==> config.mk <==
export PLATFORM = sky130hd
export DESIGN_NAME = fdr_out
export DESIGN_NICKNAME = d
export VERILOG_FILES = /design/src/fdr_pkg.sv /design/src/fdr_out.sv
export SDC_FILE = /design/constraint.sdc
export NUM_CORES = 1
export LEC_CHECK = 0
export ABC_AREA = 1
export BUFFER_PORTS_ARGS = -buffer_cell sky130_fd_sc_hd__buf_2
export CAP_MARGIN = 20
export CORE_ASPECT_RATIO = 1.1
export CORE_MARGIN = 1.5
export CORE_UTILIZATION = 51
export DETAILED_ROUTE_END_ITERATION = 12
export PLACE_DENSITY = 0.75
export SYNTH_ARGS = -nofsm -noshare
export SYNTH_HDL_FRONTEND = slang
export SYNTH_SLANG_ARGS = --single-unit
export TNS_END_PERCENT = 5
==> constraint.sdc <==
create_clock -name clk -period 2.4 [get_ports clk]
set_input_delay 0.36 -clock clk [delete_from_list [all_inputs] [get_ports clk]]
set_output_delay 0.36 -clock clk [all_outputs]
set_load 0.01 [all_outputs]
==> src/fdr_pkg.sv <==
// shared types and constants for the frame delta run encoder
`default_nettype none
package fdr_pkg;

  localparam int PAIRS_PER_ROW  = 160;
  localparam int ROWS_PER_FRAME = 180;
  localparam int STORE_DEPTH    = PAIRS_PER_ROW * ROWS_PER_FRAME;
  localparam int POS_W          = $clog2(STORE_DEPTH);
  localparam int COLOR_W        = 15;
  localparam int CHAN_W         = 5;
  localparam int ENTRY_W        = 2 * COLOR_W;
  localparam int IDX_W          = 8;
  localparam int THR_W          = 12;
  localparam int DIST_W         = 7;
  localparam int CNT8_W         = 8;
  localparam int MAX_BYTES      = 6;
  localparam int NB_W           = 3;
  localparam int IN_DATA_W      = 48;

  localparam logic [CNT8_W-1:0] COL_LAST   = CNT8_W'(PAIRS_PER_ROW - 1);
  localparam logic [CNT8_W-1:0] ROW_LAST   = CNT8_W'(ROWS_PER_FRAME - 1);
  localparam logic [CNT8_W-1:0] FULL_SKIP  = CNT8_W'(PAIRS_PER_ROW);
  localparam logic [POS_W-1:0]  POS_LAST   = POS_W'(STORE_DEPTH - 1);
  localparam logic [7:0]        ROW_MARK   = 8'hc0;
  localparam logic [7:0]        MARK_MAX   = 8'hff;

  localparam logic KIND_CTRL  = 1'b0;
  localparam logic KIND_INDEX = 1'b1;
  localparam logic OP_DELTA   = 1'b0;
  localparam logic OP_LOAD    = 1'b1;

  typedef struct packed {
    logic       kind;
    logic [7:0] value;
    logic       last;
  } obyte_t;

  typedef struct packed {
    logic [NB_W-1:0]               cnt;
    obyte_t [MAX_BYTES-1:0]        bytes;
  } pkt_t;

  function automatic logic [CHAN_W-1:0] chan_abs(input logic [CHAN_W-1:0] a,
                                                 input logic [CHAN_W-1:0] b);
    chan_abs = (a >= b) ? (a - b) : (b - a);
  endfunction

  function automatic logic is_close(input logic [COLOR_W-1:0] now,
                                    input logic [COLOR_W-1:0] old,
                                    input logic [THR_W-1:0]   thr);
    logic [DIST_W-1:0] d;
    d = DIST_W'(chan_abs(now[14:10], old[14:10]))
      + {1'b0, chan_abs(now[9:5], old[9:5]), 1'b0}
      + DIST_W'(chan_abs(now[4:0], old[4:0]));
    is_close = THR_W'(d) <= thr;
  endfunction

endpackage
`default_nettype wire

==> src/fdr_out.sv <==
// result register, shifts a packet of bytes out one per request
`default_nettype none
module fdr_out (
  input  wire logic          clk,
  input  wire logic          rst,
  input  wire logic          load,
  input  wire fdr_pkg::pkt_t pkt,
  output logic               free,
  output logic               m_axis_tvalid,
  input  wire logic          m_axis_tready,
  output logic [7:0]         m_axis_tdata,
  output logic               m_axis_tuser,
  output logic               m_axis_tlast,
  output logic [fdr_pkg::NB_W-1:0] fill
);

  fdr_pkg::obyte_t [fdr_pkg::MAX_BYTES-1:0] ent;
  logic [fdr_pkg::NB_W-1:0] cnt;
  logic                     take;

  assign take          = m_axis_tvalid && m_axis_tready;
  assign m_axis_tvalid = cnt != '0;
  assign m_axis_tdata  = ent[0].value;
  assign m_axis_tuser  = ent[0].kind;
  assign m_axis_tlast  = ent[0].last;
  assign free          = (cnt == '0) || (cnt == fdr_pkg::NB_W'(1) && m_axis_tready);
  assign fill          = cnt;

  always_ff @(posedge clk) begin
    if (rst) begin
      cnt <= '0;
    end else if (load) begin
      cnt <= pkt.cnt;
    end else if (take) begin
      cnt <= cnt - fdr_pkg::NB_W'(1);
    end
  end

  always_ff @(posedge clk) begin
    if (load) begin
      ent <= pkt.bytes;
    end else if (take) begin
      for (int i = 0; i < fdr_pkg::MAX_BYTES - 1; i++) begin
        ent[i] <= ent[i+1];
      end
    end
  end

endmodule
`default_nettype wire

Word-level counts from Yosys, hierarchy flattened:

Index checks and enable logic that the tools add are counted.
W data, S select, Z words.

* add/subtract/negate cells: 1
* eq/ne operators: 1
* mux-type cells: 4
* reduce and logical (&&, ||, !) cells: 6

Operators with widths (count)
* $mux W50: 2
* $mux W3: 2
* $eq A3 B1 Y1 const B: 1
* $logic_not A3 Y1: 1
* $reduce_bool A3 Y1: 1
* $sub A3 B1 Y3 const B: 1
* $logic_and A1 B1 Y1: 2
* $reduce_bool A2 Y1: 1
* $logic_or A1 B1 Y1: 1

* register bits after elaboration: 63
* output and inout port bits: 15
* logic and storage cells: 31

Longest topological paths before layout:

* depth after elaboration: 4
* depth in mapped cells: 8

Worst setup path after synthesis:

Ideal clock, no wire load.

* kind: reg-to-reg
* start point: register cnt, in the netlist fill[0]
* end point: register ent[10] (netlist name) (enable)
* data arrival time: 1519 ps
* required time: 2014 ps
* path slack: 495 ps
* stages on the path, launching flop included: 6
* buffers on the path: 0
* clock period less this slack: 1905 ps
* cell sequence: dfxtp_1 -> inv_1 -> ha_1 -> nand2_2 -> nand2_1 -> nand2_2

* cells in the longest elaborated chain, start to end: 3

RTL lines
* from (decl): line fdr_out.sv:18 `logic [fdr_pkg::NB_W-1:0] cnt;`
* from (signal assigned): line fdr_out.sv:33 `cnt <= pkt.cnt;`
* from (signal assigned): line fdr_out.sv:35 `cnt <= cnt - fdr_pkg::NB_W'(1);`
* $reduce_bool A3 Y1: line fdr_out.sv:22 `assign m_axis_tvalid = cnt != '0;`
* net m_axis_tvalid: line fdr_out.sv:9 `output logic m_axis_tvalid,`
* $logic_and A1 B1 Y1: line fdr_out.sv:21 `assign take = m_axis_tvalid && m_axis_tready;`
* $reduce_bool A2 Y1 (no source line)
* to (signal assigned): line fdr_out.sv:41 `ent <= pkt.bytes;`
* to (signal, indexed assignment): line fdr_out.sv:44 `ent[i] <= ent[i+1];`
* to (decl): line fdr_out.sv:17 `fdr_pkg::obyte_t [fdr_pkg::MAX_BYTES-1:0] ent;`

The timed path passes the listed nets, and every way through them passes these cells.
A chain may end at the register's enable or synchronous reset.

Worst setup path after layout:

* start point: register cnt, in the netlist fill[0]
* end point: output port free

* cells in the longest elaborated chain, start to end: 3

RTL lines
* $eq A3 B1 Y1: line fdr_out.sv:26 `assign free = (cnt == '0) || (cnt == fdr_pkg::NB_W'(1) && m_axis_tready);`
* $logic_and A1 B1 Y1: line fdr_out.sv:26
* $logic_or A1 B1 Y1 *: line fdr_out.sv:26
* to (decl): line fdr_out.sv:8 `output logic free,`

Mark *: on every way between the ends. The rest lies on a longest branch, timed or not.

==> results.ini <==
[die]
io_pins=82
fp.dieArea_um2=5789
initial_core_util_pct=53.75
die-height_um=79.65
num_rows=27
core_um2=5067
die_x_um=72.68

[synth]
synth_top_area_share_pct=66.15
netlist_top_cells_area=edfxtp_1 (66%), nand2_1 (22%), buf_4 (3.9%)
syn_avg_cell_area_um2=10.28
ys.warnings.count=0
synth.distinct_cells=14
syn-num-nets=335
yosys_register_bits=63
synth_seq_area_share_pct=68.35
yosysTopAreaCell=edfxtp_1
syn_area_um2=2724
syn_inst=265

[power]
ir_worst_vdd_mv=0.6189
p_per_area_nw_per_um2=765.9
leakage_nw=1.600
finalPower_mw=2.517

[sta]
fmax_mhz=603.5
hold_viol=0
setup_viol=0
clock-skew-final_ns=0.008649
period_needed_ns=1.657
tns_ns=0
rsz0062_at_grt=no
finalWorstSetupSlack_ns=0.7430
maxSlewHeadroom_pct=57.25
finalMaxSlewViolations=0
max_slew.worst_pin.slew_ns=0.6413
post-route-period-util_pct=69.04

[detailed_routing]
via_count=1890
drc_errors=0
drt_wl_total_um=4571
wl_per_cell_um=11.31
drt_pass1_iterations=4
first_iter_violations=102
ant_nets=0
via_per_inst=4.678

[grt]
grt_antenna_before_repair=0
grt_max_degree=67
grt_pass1_vias=1816
track_usage_pct=17.64
grt_pass1_wl_um=7438
globalRouteOverflowTotal=0

[cells_and_area]
fillers=418
drive_above_1_share_pct=29.19
fin_area_um2=3286
instances_no_fill=404
syn_to_final_growth_pct=20.62
nNetsFinal=411
diodes=0

[clock_network]
clock_path_buffers=2
cts_max_level=3
hold_buffers=0
clock-root-buffer=clkbuf_8
postCtsSetupBuffers=0
cts_tree=done
clk_latency_ns=0.33
clk_pin_slew_ns=0.06
cts-buffers-inserted=9
post_cts_resized=0
cts.sinks=63

[critical_path]
end_kind=output port
crit_path_start_kind=flop
critPathRequiredTime_ns=2.04
path_class=reg -> out
worstPathArrival_ns=1.30
crit_fanout=5

[run]
maxCapViolCount=0

[placed_design]
io_buffers=81
hpwl_um=2935
place_congestion=0.8028
dp_cells=388
place_ws_ns=0.8517
dpl_cell_area_um2=3107

[min_path]
min_path_type=in -> reg

[outcome]
outcome=finished clean

-- kinds of logic (layout without fill, tap and decap cells) --
kind of cell,after synthesis,in the layout,share of synthesized area [%]
flip-flops,63,63,68.35
buffers and inverters,25,106,5.604
adder cells (fa/ha/maj),3,3,1.378
AO/OA/AOI/OAI,6,6,1.240
AND/OR/NAND/NOR,168,168,23.43
-- worst paths after layout --
path / slack, ns / from / to / cells past startpoint
worst max-delay path: 0.74 / fill[0] / free / 5
worst min register to register: 0.51 / ent[37] / ent[27] / 2
worst max register to register: 0.84 / fill[0] / ent[46] / 6
worst min-delay path: 0.20 / rst / fill[2] / 2
-- cell usage in the layout (no fill, tap or decap), drive strengths merged --
| cell | instances |
|---|---|
| nand3 | 2 |
| inv | 6 |
| nor2 | 4 |
| dfxtp | 3 |
| ha | 3 |
| clkinv | 5 |
| buf | 84 |
| o21ai | 4 |
| clkbuf | 10 |
| nand2 | 162 |
| a21oi | 2 |
| bufinv | 1 |
| edfxtp | 60 |
-- flip-flops by register name, indices dropped and copies added, names as in the netlist --
name,count
ent,50
fill,3
m_axis_tlast,1
m_axis_tdata,8
m_axis_tuser,1
-- synth_stat cells, drive strengths merged --
cell type / instances
nand2: 162
edfxtp: 60
buf: 19
inv: 6
nor2: 4
o21ai: 4
dfxtp: 3
ha: 3
a21oi: 2
nand3: 2
-- critical path, stage by stage, from the launching register on --
cell and delay, ns:
dfxtp_1 0.39, inv_1 0.09, ha_1 0.21, nand2_2 0.10, nand2_1 0.06, buf_2 0.13
-- layer usage --
metal | global-route usage, % | routed length (um)
met1 | 19.69 | 1918
met2 | 28.99 | 2279
met3 | 7.828 | 335
met4 | 7.736 | 38
met5 | 0 | 0
-- layout make-up --
cell class / count / area [um^2] / share of cell area, %
clock buffer: 10 / 127.6 / 3.884
clock inverter: 6 / 51.30 / 1.561
inverter: 6 / 22.52 / 0.6855
multi-input combinational: 177 / 709.4 / 21.59
sequential: 63 / 1862 / 56.66
tap: 58 / 72.57 / 2.209
timing repair buffer: 84 / 440.4 / 13.40
-- metrics by stage --
step | hold slack [ns] | util, %
floorplan | 0.4291 | -
global placement | 0.4868 | 61.31
detailed placement | 0.4967 | 61.31
CTS | 0.1844 | 64.84
global route | 0.1792 | 64.84
finish | 0.2032 | 64.84
-- report_power, final --
group	internal, mW	switching [mW]
combinational	0.120	0.173
clock	0.465	0.368
sequential	1.36	0.0330
total	1.94	0.575
(Power assumes the default switching activity.)
