**config.mk**
```make
export PLATFORM = sky130hd
export DESIGN_NAME = fdr_encode
export DESIGN_NICKNAME = d
export VERILOG_FILES = /design/src/fdr_pkg.sv /design/src/fdr_encode.sv
export SDC_FILE = /design/constraint.sdc
export NUM_CORES = 1
export LEC_CHECK = 0
export ABC_AREA = 1
export BUFFER_PORTS_ARGS = -buffer_cell sky130_fd_sc_hd__buf_4
export CAP_MARGIN = 10
export CORE_ASPECT_RATIO = 0.9
export CORE_MARGIN = 4
export CORE_UTILIZATION = 50
export CTS_CLUSTER_SIZE = 30
export DETAILED_ROUTE_END_ITERATION = 8
export GPL_TIMING_DRIVEN = 0
export PLACE_DENSITY_LB_ADDON = 0.15
export RECOVER_POWER = 25
export SLEW_MARGIN = 20
export SYNTH_ARGS = -nofsm -noshare
export SYNTH_HDL_FRONTEND = slang
export SYNTH_SLANG_ARGS = --single-unit
```
**constraint.sdc**
```tcl
create_clock -name clk -period 10.1 [get_ports clk]
set_input_delay 1.01 -clock clk [delete_from_list [all_inputs] [get_ports clk]]
set_output_delay 1.01 -clock clk [all_outputs]
set_load 0.02 [all_outputs]
```
**src/fdr_pkg.sv**
```systemverilog
// shared types and constants for the frame delta run encoder
`default_nettype none
package fdr_pkg;

  localparam int PAIRS_PER_ROW  = 160;
  localparam int ROWS_PER_FRAME = 180;
  localparam int STORE_DEPTH    = PAIRS_PER_ROW * ROWS_PER_FRAME;
  localparam int POS_W          = $clog2(STORE_DEPTH);
  localparam int COLOR_W        = 15;
  localparam int CHAN_W         = 5;
  localparam int ENTRY_W        = 2 * COLOR_W;
  localparam int IDX_W          = 8;
  localparam int THR_W          = 12;
  localparam int DIST_W         = 7;
  localparam int CNT8_W         = 8;
  localparam int MAX_BYTES      = 6;
  localparam int NB_W           = 3;
  localparam int IN_DATA_W      = 48;

  localparam logic [CNT8_W-1:0] COL_LAST   = CNT8_W'(PAIRS_PER_ROW - 1);
  localparam logic [CNT8_W-1:0] ROW_LAST   = CNT8_W'(ROWS_PER_FRAME - 1);
  localparam logic [CNT8_W-1:0] FULL_SKIP  = CNT8_W'(PAIRS_PER_ROW);
  localparam logic [POS_W-1:0]  POS_LAST   = POS_W'(STORE_DEPTH - 1);
  localparam logic [7:0]        ROW_MARK   = 8'hc0;
  localparam logic [7:0]        MARK_MAX   = 8'hff;

  localparam logic KIND_CTRL  = 1'b0;
  localparam logic KIND_INDEX = 1'b1;
  localparam logic OP_DELTA   = 1'b0;
  localparam logic OP_LOAD    = 1'b1;

  typedef struct packed {
    logic       kind;
    logic [7:0] value;
    logic       last;
  } obyte_t;

  typedef struct packed {
    logic [NB_W-1:0]               cnt;
    obyte_t [MAX_BYTES-1:0]        bytes;
  } pkt_t;

  function automatic logic [CHAN_W-1:0] chan_abs(input logic [CHAN_W-1:0] a,
                                                 input logic [CHAN_W-1:0] b);
    chan_abs = (a >= b) ? (a - b) : (b - a);
  endfunction

  function automatic logic is_close(input logic [COLOR_W-1:0] now,
                                    input logic [COLOR_W-1:0] old,
                                    input logic [THR_W-1:0]   thr);
    logic [DIST_W-1:0] d;
    d = DIST_W'(chan_abs(now[14:10], old[14:10]))
      + {1'b0, chan_abs(now[9:5], old[9:5]), 1'b0}
      + DIST_W'(chan_abs(now[4:0], old[4:0]));
    is_close = THR_W'(d) <= thr;
  endfunction

endpackage
`default_nettype wire

```
**src/fdr_encode.sv**
```systemverilog
// compare and run encode stage, builds the byte packet for one pair
`default_nettype none
module fdr_encode (
  input  wire logic                         clk,
  input  wire logic                         rst,
  input  wire logic                         cfg_we,
  input  wire logic [fdr_pkg::THR_W-1:0]    cfg_wdata,
  input  wire logic                         go,
  input  wire logic                         op,
  input  wire logic [fdr_pkg::IDX_W-1:0]    first_index,
  input  wire logic [fdr_pkg::COLOR_W-1:0]  first_color,
  input  wire logic [fdr_pkg::IDX_W-1:0]    second_index,
  input  wire logic [fdr_pkg::COLOR_W-1:0]  second_color,
  input  wire logic [fdr_pkg::ENTRY_W-1:0]  old_entry,
  output fdr_pkg::pkt_t                     pkt,
  output logic                              store_we,
  output logic      [fdr_pkg::ENTRY_W-1:0]  store_wdata
);

  logic [fdr_pkg::THR_W-1:0]  threshold;
  logic [fdr_pkg::CNT8_W-1:0] pair_column, pair_column_next;
  logic [fdr_pkg::CNT8_W-1:0] row_number, row_number_next;
  logic                       skipping, skipping_next;
  logic [fdr_pkg::CNT8_W-1:0] skip_count, skip_count_next;
  logic [fdr_pkg::CNT8_W-1:0] copy_count, copy_count_next;
  logic [7:0]                 pending_marker, pending_marker_next;
  logic                       marker_valid, marker_valid_next;
  logic                       same;

  function automatic fdr_pkg::pkt_t push(input fdr_pkg::pkt_t p, input logic kind,
                                         input logic [7:0] val, input logic last);
    fdr_pkg::pkt_t q;
    q = p;
    q.bytes[p.cnt].kind  = kind;
    q.bytes[p.cnt].value = val;
    q.bytes[p.cnt].last  = last;
    q.cnt = p.cnt + fdr_pkg::NB_W'(1);
    return q;
  endfunction

  assign same = fdr_pkg::is_close(first_color, old_entry[fdr_pkg::COLOR_W-1:0], threshold) &&
                fdr_pkg::is_close(second_color, old_entry[fdr_pkg::ENTRY_W-1:fdr_pkg::COLOR_W],
                                  threshold);
  assign store_wdata = {second_color, first_color};

  always_comb begin
    pkt                 = '0;
    store_we            = 1'b0;
    pair_column_next    = pair_column;
    row_number_next     = row_number;
    skipping_next       = skipping;
    skip_count_next     = skip_count;
    copy_count_next     = copy_count;
    pending_marker_next = pending_marker;
    marker_valid_next   = marker_valid;
    if (go) begin
      if (op == fdr_pkg::OP_LOAD) begin
        store_we = 1'b1;
      end else begin
        if (same != skipping_next) begin
          if (marker_valid_next) begin
            pkt = push(pkt, fdr_pkg::KIND_CTRL, pending_marker_next, 1'b0);
            marker_valid_next = 1'b0;
          end
          pkt = push(pkt, fdr_pkg::KIND_CTRL,
                     skipping_next ? skip_count_next : copy_count_next, 1'b0);
          skipping_next   = !skipping_next;
          skip_count_next = '0;
          copy_count_next = '0;
        end
        if (!skipping_next) begin
          if (marker_valid_next) begin
            pkt = push(pkt, fdr_pkg::KIND_CTRL, pending_marker_next, 1'b0);
            marker_valid_next = 1'b0;
          end
          pkt = push(pkt, fdr_pkg::KIND_INDEX, first_index, 1'b0);
          pkt = push(pkt, fdr_pkg::KIND_INDEX, second_index, 1'b0);
          store_we        = 1'b1;
          copy_count_next = copy_count_next + fdr_pkg::CNT8_W'(1);
        end else begin
          skip_count_next = skip_count_next + fdr_pkg::CNT8_W'(1);
        end
      end

      pair_column_next = pair_column + fdr_pkg::CNT8_W'(1);
      if (pair_column == fdr_pkg::COL_LAST) begin
        pair_column_next = '0;
        if (op == fdr_pkg::OP_DELTA) begin
          if (!skipping_next) begin
            if (marker_valid_next) begin
              pkt = push(pkt, fdr_pkg::KIND_CTRL, pending_marker_next, 1'b0);
              marker_valid_next = 1'b0;
            end
            pkt = push(pkt, fdr_pkg::KIND_CTRL, copy_count_next, 1'b0);
          end
          if (skipping_next && skip_count_next == fdr_pkg::FULL_SKIP &&
              marker_valid_next && pending_marker_next != fdr_pkg::MARK_MAX) begin
            pending_marker_next = pending_marker_next + 8'd1;
          end else begin
            if (marker_valid_next) begin
              pkt = push(pkt, fdr_pkg::KIND_CTRL, pending_marker_next, 1'b0);
            end
            pending_marker_next = fdr_pkg::ROW_MARK;
            marker_valid_next   = 1'b1;
          end
        end
        skipping_next   = 1'b1;
        skip_count_next = '0;
        copy_count_next = '0;
        row_number_next = row_number + fdr_pkg::CNT8_W'(1);
        if (row_number == fdr_pkg::ROW_LAST) begin
          row_number_next = '0;
          if (op == fdr_pkg::OP_DELTA && marker_valid_next) begin
            pkt = push(pkt, fdr_pkg::KIND_CTRL, pending_marker_next, 1'b1);
          end
          marker_valid_next = 1'b0;
        end
      end
    end
  end

  always_ff @(posedge clk) begin
    if (rst) begin
      threshold      <= '0;
      pair_column    <= '0;
      row_number     <= '0;
      skipping       <= 1'b1;
      skip_count     <= '0;
      copy_count     <= '0;
      pending_marker <= '0;
      marker_valid   <= 1'b0;
    end else begin
      if (cfg_we) begin
        threshold <= cfg_wdata;
      end
      pair_column    <= pair_column_next;
      row_number     <= row_number_next;
      skipping       <= skipping_next;
      skip_count     <= skip_count_next;
      copy_count     <= copy_count_next;
      pending_marker <= pending_marker_next;
      marker_valid   <= marker_valid_next;
    end
  end

endmodule
`default_nettype wire

```
Word level (Yosys, flattened, before mapping)

Index checks and enable logic that the tools add are counted.

Add/subtract/negate cells: 29
Magnitude comparators: 24
Equality and inequality tests: 5
Muxes and demuxes: 156
Bitwise logic cells: 1
Reduce and logical (&&, ||, !) cells: 15

Operator list:

| operator            | number |
|---|---|
| $mux 63             | 31 |
| $bwmux 60           | 24 |
| $demux 10 s3        | 24 |
| $mux 8              | 21 |
| $mux 10             | 8 |
| $mux 9              | 8 |
| $mux 61             | 1 |
| $sub 5x5->5         | 12 |
| $add 8x1->8 const B | 5 |
| $mux 1              | 33 |
| $lt 3x4->1 const B  | 8 |
| $ge 5x5->1          | 6 |
| $mux 5              | 6 |
| $add 3x1->3 const B | 8 |
| $eq 8x8->1 const B  | 3 |
| $ge 3x1->1 const B  | 8 |
| $le 7x12->1         | 2 |
| $add 5x6->7         | 2 |
| $add 7x5->7         | 2 |
| $logic_and 1x1->1   | 13 |
| $ne 8x8->1 const B  | 1 |
| $reduce_and 2->1    | 1 |
| $logic_not 1->1     | 1 |
| $ne 1x1->1          | 1 |
| $not 1->1           | 1 |

Register bits after elaboration: 54
Output and inout port bits: 94
Word-level logic and storage cells: 238

Depth between registers and ports, before layout

Gate-level depths: netlist of run 1.

Depth after elaboration: 90
Depth in mapped cells: 56

Worst setup path after synthesis of run 1

No wires, ideal clock.

Path kind: input port to output port
From: in second_color[12] in the netlist's numbering
To: out pkt[62] in the netlist's numbering
Data arrival time: 9.228 ns
Setup slack: -0.138 ns
Stages: 48
Path buffers: 3
Cell sequence: inv_1 -> ha_1 -> nand2_1 -> inv_1 -> a221oi_1 -> o21ai_0 -> a21oi_1 -> o21bai_1 -> o21ai_0 -> a32o_1 -> xor2_1 -> inv_1 -> fa_1 -> inv_1 -> ha_1 -> nand2_1 -> nor2_1 -> a211oi_1 -> [... 12 more ...] -> ha_1 -> buf_2 -> o21ai_2 -> ha_1 -> o21ai_2 -> inv_1 -> ha_1 -> o21ai_0 -> inv_1 -> ha_1 -> inv_1 -> nand3_1 -> nand3_4 -> inv_2 -> ha_1 -> a21oi_1 -> nand3b_1 -> a21boi_0

RTL lines:

| item            | line             | source |
|---|---|---|
| start, declared | fdr_encode.sv:13 | `input wire logic [fdr_pkg::COLOR_W-1:0] second_color,` |
| end, declared   | fdr_encode.sv:15 | `output fdr_pkg::pkt_t pkt,` |

==> impl_metrics.yaml, run 1 <==
pwr:
  vdd.ir_drop.worst_mv: 0.134
  power_density_mw_per_mm2: 252
  switching_share_pct: 59.8
  total_switching_power_w: 0.00198
  internal_power_w: 0.00133
  pwr-share-seq_pct: 7.0
  power.share.combinational_pct: 86.5
  power.static_leakage_nw: 6.52
  share_clk_of_total_power_pct: 6.5
timing:
  report.final.hold_viol_count: 0
  maxSlewViolCount: 0
  post-route-min-period_ns: 9.77
  worst_pin_slew_ns: 1.16
  max-slew-margin-rel_pct: 22.9
  report.final.setup_viol: 0
  worst_case_clock_skew_ns: 0.0116
  fmax_ghz: 0.102
  final.period_utilization_pct: 96.8
global_routing:
  grt_first_pass_wirelength_um: 71000
  grt_max_degree: 19
  groute.layer.met3.usage_pct: 10.8
  grtUsageMet1_pct: 53.3
  grt_pass1_vias: 12500
  track_usage_pct: 37.6
  antenna_violations_before_repair: 1
  grt_use_met2_pct: 55.1
  grt_most_used_layer: "met2"
  grt-ovfl-total: 0
synthesis:
  synth.cell_area_mm2: 0.0107
  syn_inst: 1808
  seq_area_frac_synth_pct: 10.1
  yosys.cell_count.top_type: "nand2_1"
  ys.flop_type: "dfxtp_1"
  synth_adder_area_share_pct: 15.3
  dominant_combinational_cell_family_by_area_after_synthesis: "simple AND/OR/NAND/NOR gates"
  synth_enable_flop_cells: 0
  postSynthRegisterBits: 54
  post_synth_mux_area_share_pct: 1.21
  synth_area_leader_cell: "nand2_1"
  count_of_unique_library_cells_instantiated_by_yosys: 59
  ys_async_sr_fraction_pct: 0
  yosys-top-cells-area: "nand2_1 15%, ha_1 11%, dfxtp_1 10%"
  yosys_warnings: 0
  postSynthNetCount: 2019
  synth_largest_type_area_fraction_pct: 15.0
  syn_area_per_cell_um2: 5.93
  synth_xor_area_share_pct: 2.69
  synthSimpleGateAreaFrac_pct: 32.1
  fraction_of_the_mapped_netlist_area_in_compound_gates_pct: 23.5
  synth.top_cells.by_count: "428 x nand2_1, 282 x inv_1, 159 x o21ai_0, 134 x nor2_1, 105 x a21oi_1"
cts:
  cts.clk_slew.worst_paths_ns: 0.07
  clockRootBuffer: "clkbuf_16"
  clock_latency_on_the_worst_skew_pair_ns: 0.32
  clkSinkCount: 54
  cts_inserted_buffers: 5
  max-clock-path-buffers: 2
  cts-htree-levels: 2
  tritoncts_clock_tree: "yes"
cells_and_area:
  finish.net_count: 2233
  stdcell_count: 2309
  fill_cells: 2071
  finalCoreUtilization_pct: 62.7
  seq_area_mm2: 0.00108
  insertedDiodeCount: 0
  total_area_of_multi_input_combinational_cells_mm2: 0.00837
  finish.instance_area_mm2: 0.0131
  syn2layout_area_growth_pct: 22.4
  layout-drive-gt1-share_pct: 17.4
critical_path:
  cp.required_ns: 9.09
  critical_path_cell_count: 51
  crit_path_frequent_cell: "nand2_1"
  rrSetupSlack_ns: 6.11
  r2r.worst_path.cells: 31
  worstSetupPathType: "input pin to output port"
  slowest_stage_cell_on_the_critical_path: "fa_1"
  maximum_fanout_along_the_worst_path: 10
  end_kind: "output port"
  timing.rr.end: "pending_marker[0]"
  critical-path-max-stage-delay_ns: 0.47
  worst-endpoint-arrival_ns: 8.76
  critical_path.endpoint: "pkt[62]"
  critical_path.reg2reg.startpoint: "threshold[3]"
  worst_path_dominant_cell_family: "adder cells"
  path_buf_inv: 12
  crit_path_start_kind: "input pin"
  cp-startpoint: "second_color[1]"
floorplanning:
  die-width_um: 162
  die_height_um: 147
  floorplan.initialDensity_pct: 51.2
  core_ar_mm2: 0.0210
  die_area_mm2: 0.0239
  pin_count: 187
  rows: 50
placed_design:
  portBuffers: 186
  placed_cells_incl_taps: 2280
  gp_congestion: 1.09
  place_area_mm2: 0.0125
  detailedPlacementHpwl_um: 37100
outcome:
  run_status: "finished, final reports clean"
detailed_routing:
  finalWirelength_um: 47500
  post_drt_wl_per_cell_um: 20.6
  vias: 13700
  avgViaCountPerCell: 5.95
  violation_count_after_the_first_detailed_route_iteration: 2063
  drt-pass1-iter-count: 6
  antenna_violating_nets_post_route: 0
  route.detailed.drc: 0
flow_run:
  drv.max_cap_violation_count: 0
hold_path:
  min-delay-start: "row_number[7]"
  min-delay-path-class: "register to register"
[worst min-delay path by stage]
stage	cells past startpoint	to	slack (ns)
after floorplan	1	row_number[7]	0.43
after global placement	1	row_number[7]	0.44
after detailed placement	1	row_number[7]	0.45
after CTS	1	row_number[7]	0.47
after global routing	1	row_number[7]	0.50
final	1	row_number[7]	0.47
[cells by family after synthesis]
| group | Yosys count |
|---|---|
| and+or+nand+nor | 768 |
| AOI/OAI and AO/OA | 425 |
| buffers and inverters | 397 |
| adders and majority gates | 118 |
| DFF | 54 |
| xor gates and xnor gates | 33 |
| muxes | 13 |
[area by class of cell]
type / count / area share [%]
timing repair buffer: 208 / 11.4
inverter: 297 / 8.55
multi-input combinational: 1357 / 63.8
clock inverter: 3 / 0.362
buffer: 99 / 3.98
clock buffer: 5 / 0.953
tap: 286 / 2.73
sequential: 54 / 8.23
[worst register-to-register path: cells and delay by family, from the launching register on]
family | cells | cell delay [ns]
buf+inv | 8 | 0.71
fa+ha+maj | 2 | 0.55
compound gates | 1 | 0.10
flops | 1 | 0.31
simple gates | 20 | 2.29
[sequential cells by signal, indices dropped and copies added, names as in the netlist]
name and flops:
marker_valid 1, row_number 8, pair_column 8, skip_count 8
threshold 12, skipping 1, copy_count 8, pending_marker 8
[power by group through the flow]
stage | logic, W | clock network, W | registers, W
6_report | 0.00286 | 0.000215 | 0.000230
5_1_grt | 0.00308 | 0.000220 | 0.000231
4_1_cts | 0.00254 | 0.000213 | 0.000229
3_5_place_dp | 0.00242 | 0 | 0.000234
3_3_place_gp | 0.00238 | 0 | 0.000234
2_1_floorplan | 0.00170 | 0 | 0.000232
[per-stage QoR]
step,total power (W),setup slack (ns),hold WS [ns],setup TNS [ns]
after floorplan,0.00193,0.0171,0.427,0
after global placement,0.00261,-1.54,0.442,-85.16
after detailed placement,0.00265,-1.60,0.446,-90.02
after CTS,0.00299,0.00377,0.465,0
after global routing,0.00353,-0.0640,0.502,-0.131
final,0.00330,0.328,0.474,0
[cells in the final DEF (no fill, tap or decap), types with 9 or more instances in the layout]
master / Yosys / routed
ha_1: 96 / 87
clkbuf_1: 56 / 73
nor3_1: 26 / 23
a21oi_1: 105 / 102
o211ai_1: 27 / 27
xor2_1: 23 / 23
mux2i_1: 13 / 12
nand3_1: 89 / 88
o21ai_1: 20 / 25
o21ai_0: 159 / 149
fa_1: 22 / 21
inv_1: 282 / 279
o22ai_1: 12 / 12
inv_2: 11 / 13
nor2_1: 134 / 132
nand3b_1: 9 / 9
xnor2_1: 10 / 10
or2_2: 10 / 10
nand2_2: 10 / 9
dfxtp_1: 54 / 54
a31oi_1: 13 / 13
nand2_1: 428 / 423
buf_4: 31 / 218
nand4_1: 20 / 20
[repair_timing]
item	in CTS	in global routing
setup endpoints to repair	63	63
gates resized for setup	36	57
pin swaps	7	23
hold buffers	0	0
buffers inserted	6	16
[metal layers]
metal / vias to the layer above / wire [um]
li1: 6367 / -
met1: 6247 / 19100
met2: 957 / 19500
met3: 173 / 6930
met4: 2 / 1930
met5: - / 20
No activity file was read; power rests on OpenSTA's default activity.
==> run 2: changes to the inputs <==
--- a/config.mk
+++ b/config.mk
@@ -10,7 +10,7 @@
 export CAP_MARGIN = 10
 export CORE_ASPECT_RATIO = 0.9
 export CORE_MARGIN = 4
-export CORE_UTILIZATION = 50
+export CORE_UTILIZATION = 25
 export CTS_CLUSTER_SIZE = 30
 export DETAILED_ROUTE_END_ITERATION = 8
 export GPL_TIMING_DRIVEN = 0
==> run 2 against run 1 <==
Clock skew up 0.00080 ns; register-to-register slack worse by 0.02 ns; largest power group unchanged; largest cell class unchanged; clock-buffer cell count is the same.
==> impl_metrics.yaml, run 2 (synthesis gave the netlist of run 1 again) <==
outcome:
  run_status: "finished, final reports clean"
cts:
  cts-htree-levels: 2
  clock_latency_on_the_worst_skew_pair_ns: 0.32
  max-clock-path-buffers: 2
  cts_inserted_buffers: 5
  clkSinkCount: 54
  tritoncts_clock_tree: "yes"
  clockRootBuffer: "clkbuf_16"
  cts.clk_slew.worst_paths_ns: 0.08
cells_and_area:
  finish.net_count: 2244
  final_cell_mix: "418 x nand2_1, 277 x inv_1, 226 x buf_4, 149 x o21ai_0, 130 x nor2_1"
  largest_register_ff_count: 12
  final_common_cell: "nand2_1"
  finish.instance_area_mm2: 0.0136
  syn2layout_area_growth_pct: 26.9
  total_area_of_multi_input_combinational_cells_mm2: 0.00843
  largest-register: "threshold"
  insertedDiodeCount: 0
  fill_cells: 4849
  seq_area_mm2: 0.00108
  stdcell_count: 2581
  layout-drive-gt1-share_pct: 18.5
hold_path:
  min-delay-path-class: "register to register"
timing:
  max-slew-margin-rel_pct: 31.4
  post-route-min-period_ns: 9.72
  report.final.setup_viol: 0
  worst_case_clock_skew_ns: 0.0124
  fmax_ghz: 0.103
  report.final.hold_viol_count: 0
  final.period_utilization_pct: 96.2
  worst_pin_slew_ns: 1.03
  maxSlewViolCount: 0
flow_run:
  drv.max_cap_violation_count: 0
floorplanning:
  core_ar_mm2: 0.0421
  die_area_mm2: 0.0463
  rows: 71
  floorplan.initialDensity_pct: 25.5
  pin_count: 187
  die_height_um: 204
  die-width_um: 226
critical_path:
  end_kind: "output port"
  worst-endpoint-arrival_ns: 8.71
  crit_path_frequent_cell: "nand2_1"
  crit_path_start_kind: "input pin"
  critical-path-max-stage-delay_ns: 0.53
  slowest_stage_cell_on_the_critical_path: "fa_1"
  worstSetupPathType: "input pin to output port"
  cp.required_ns: 9.09
  path_buf_inv: 13
  maximum_fanout_along_the_worst_path: 6
  worst_path_dominant_cell_family: "adder cells"
placed_design:
  portBuffers: 186
  detailedPlacementHpwl_um: 41200
  placed_cells_incl_taps: 2541
  place_area_mm2: 0.0128
  gp_congestion: 0.975
global_routing:
  antenna_violations_before_repair: 1
  grt_pass1_vias: 12600
  grt-ovfl-total: 0
  track_usage_pct: 21.3
  grt_max_degree: 20
  grt_first_pass_wirelength_um: 75900
pwr:
  vdd.ir_drop.worst_mv: 0.117
  power_density_mw_per_mm2: 243
  power.static_leakage_nw: 6.57
detailed_routing:
  finalWirelength_um: 50900
  avgViaCountPerCell: 5.11
  drt-pass1-iter-count: 7
  vias: 13200
  antenna_violating_nets_post_route: 0
  violation_count_after_the_first_detailed_route_iteration: 1421
  route.detailed.drc: 0
  post_drt_wl_per_cell_um: 19.7
==> run 2: cell count changes in the layout (fill, tap and decap cells not counted), sizes merged <==
cell	before	now
bufinv	1	0
nand2	443	444
buf	234	244
clkinv	4	5
==> run 2: final timing paths <==
path                          from                 to  slack [ns]  depth (start not counted)
setup / recovery  second_color[11]            pkt[42]        0.38                         52
hold / removal       row_number[7]      row_number[7]        0.46                          1
setup reg to reg      threshold[3]  pending_marker[0]        6.09                         32
hold reg to reg      row_number[7]      row_number[7]        0.46                          1
==> run 2: stage by stage <==
| step | total power, W | utilization, % | setup TNS, ns | setup WS, ns | hold slack (ns) |
|---|---|---|---|---|---|
| 4_1_cts | 0.00305 | 31.3 | 0 | 0.00282 | 0.468 |
| 2_1_floorplan | 0.00193 | - | 0 | 0.0171 | 0.427 |
| 3_5_place_dp | 0.00270 | 30.4 | -102.26 | -1.81 | 0.452 |
| 6_report | 0.00331 | 32.3 | 0 | 0.383 | 0.461 |
| 5_1_grt | 0.00362 | 32.3 | -1.62 | -0.0925 | 0.492 |
| 3_3_place_gp | 0.00271 | 30.4 | -103.91 | -1.81 | 0.446 |
==> run 2: final cells by class <==
cell class | instances | area share, %
buffer | 99 | 3.84
clock inverter | 3 | 0.211
sequential | 54 | 7.94
timing repair buffer | 218 | 11.8
clock buffer | 5 | 0.919
tap | 547 | 5.03
multi-input combinational | 1358 | 62.0
inverter | 297 | 8.27
==> run 2: what timing repair did <==
item / 4_1_cts / 5_1_grt
endpoints found under the setup margin: 63 / 63
setup buffers: 7 / 25
gates cloned: 0 / 1
resized for setup: 40 / 66
endpoints found under the hold margin: 0 / 0
pin swaps: 9 / 35
hold buffers: 0 / 0
==> run 2: metal layers <==
metal  share of wire (%)  track usage [%]  vias up
met5               0.026                0        -
li1                    -                -     6374
met1                  47             31.4     6158
met3                 8.7             4.38       88
met4                 2.7             5.87        2
met2                  42             31.4      570
==> run 2: report_power, final <==
group,total (W),internal (W),switching [W],leakage [nW]
sequential,0.000230,0.000221,0.00000849,0.439
combinational,0.00288,0.00101,0.00187,6.06
clock,0.000199,0.0000954,0.000104,0.0759
total,0.00331,0.00132,0.00198,6.57
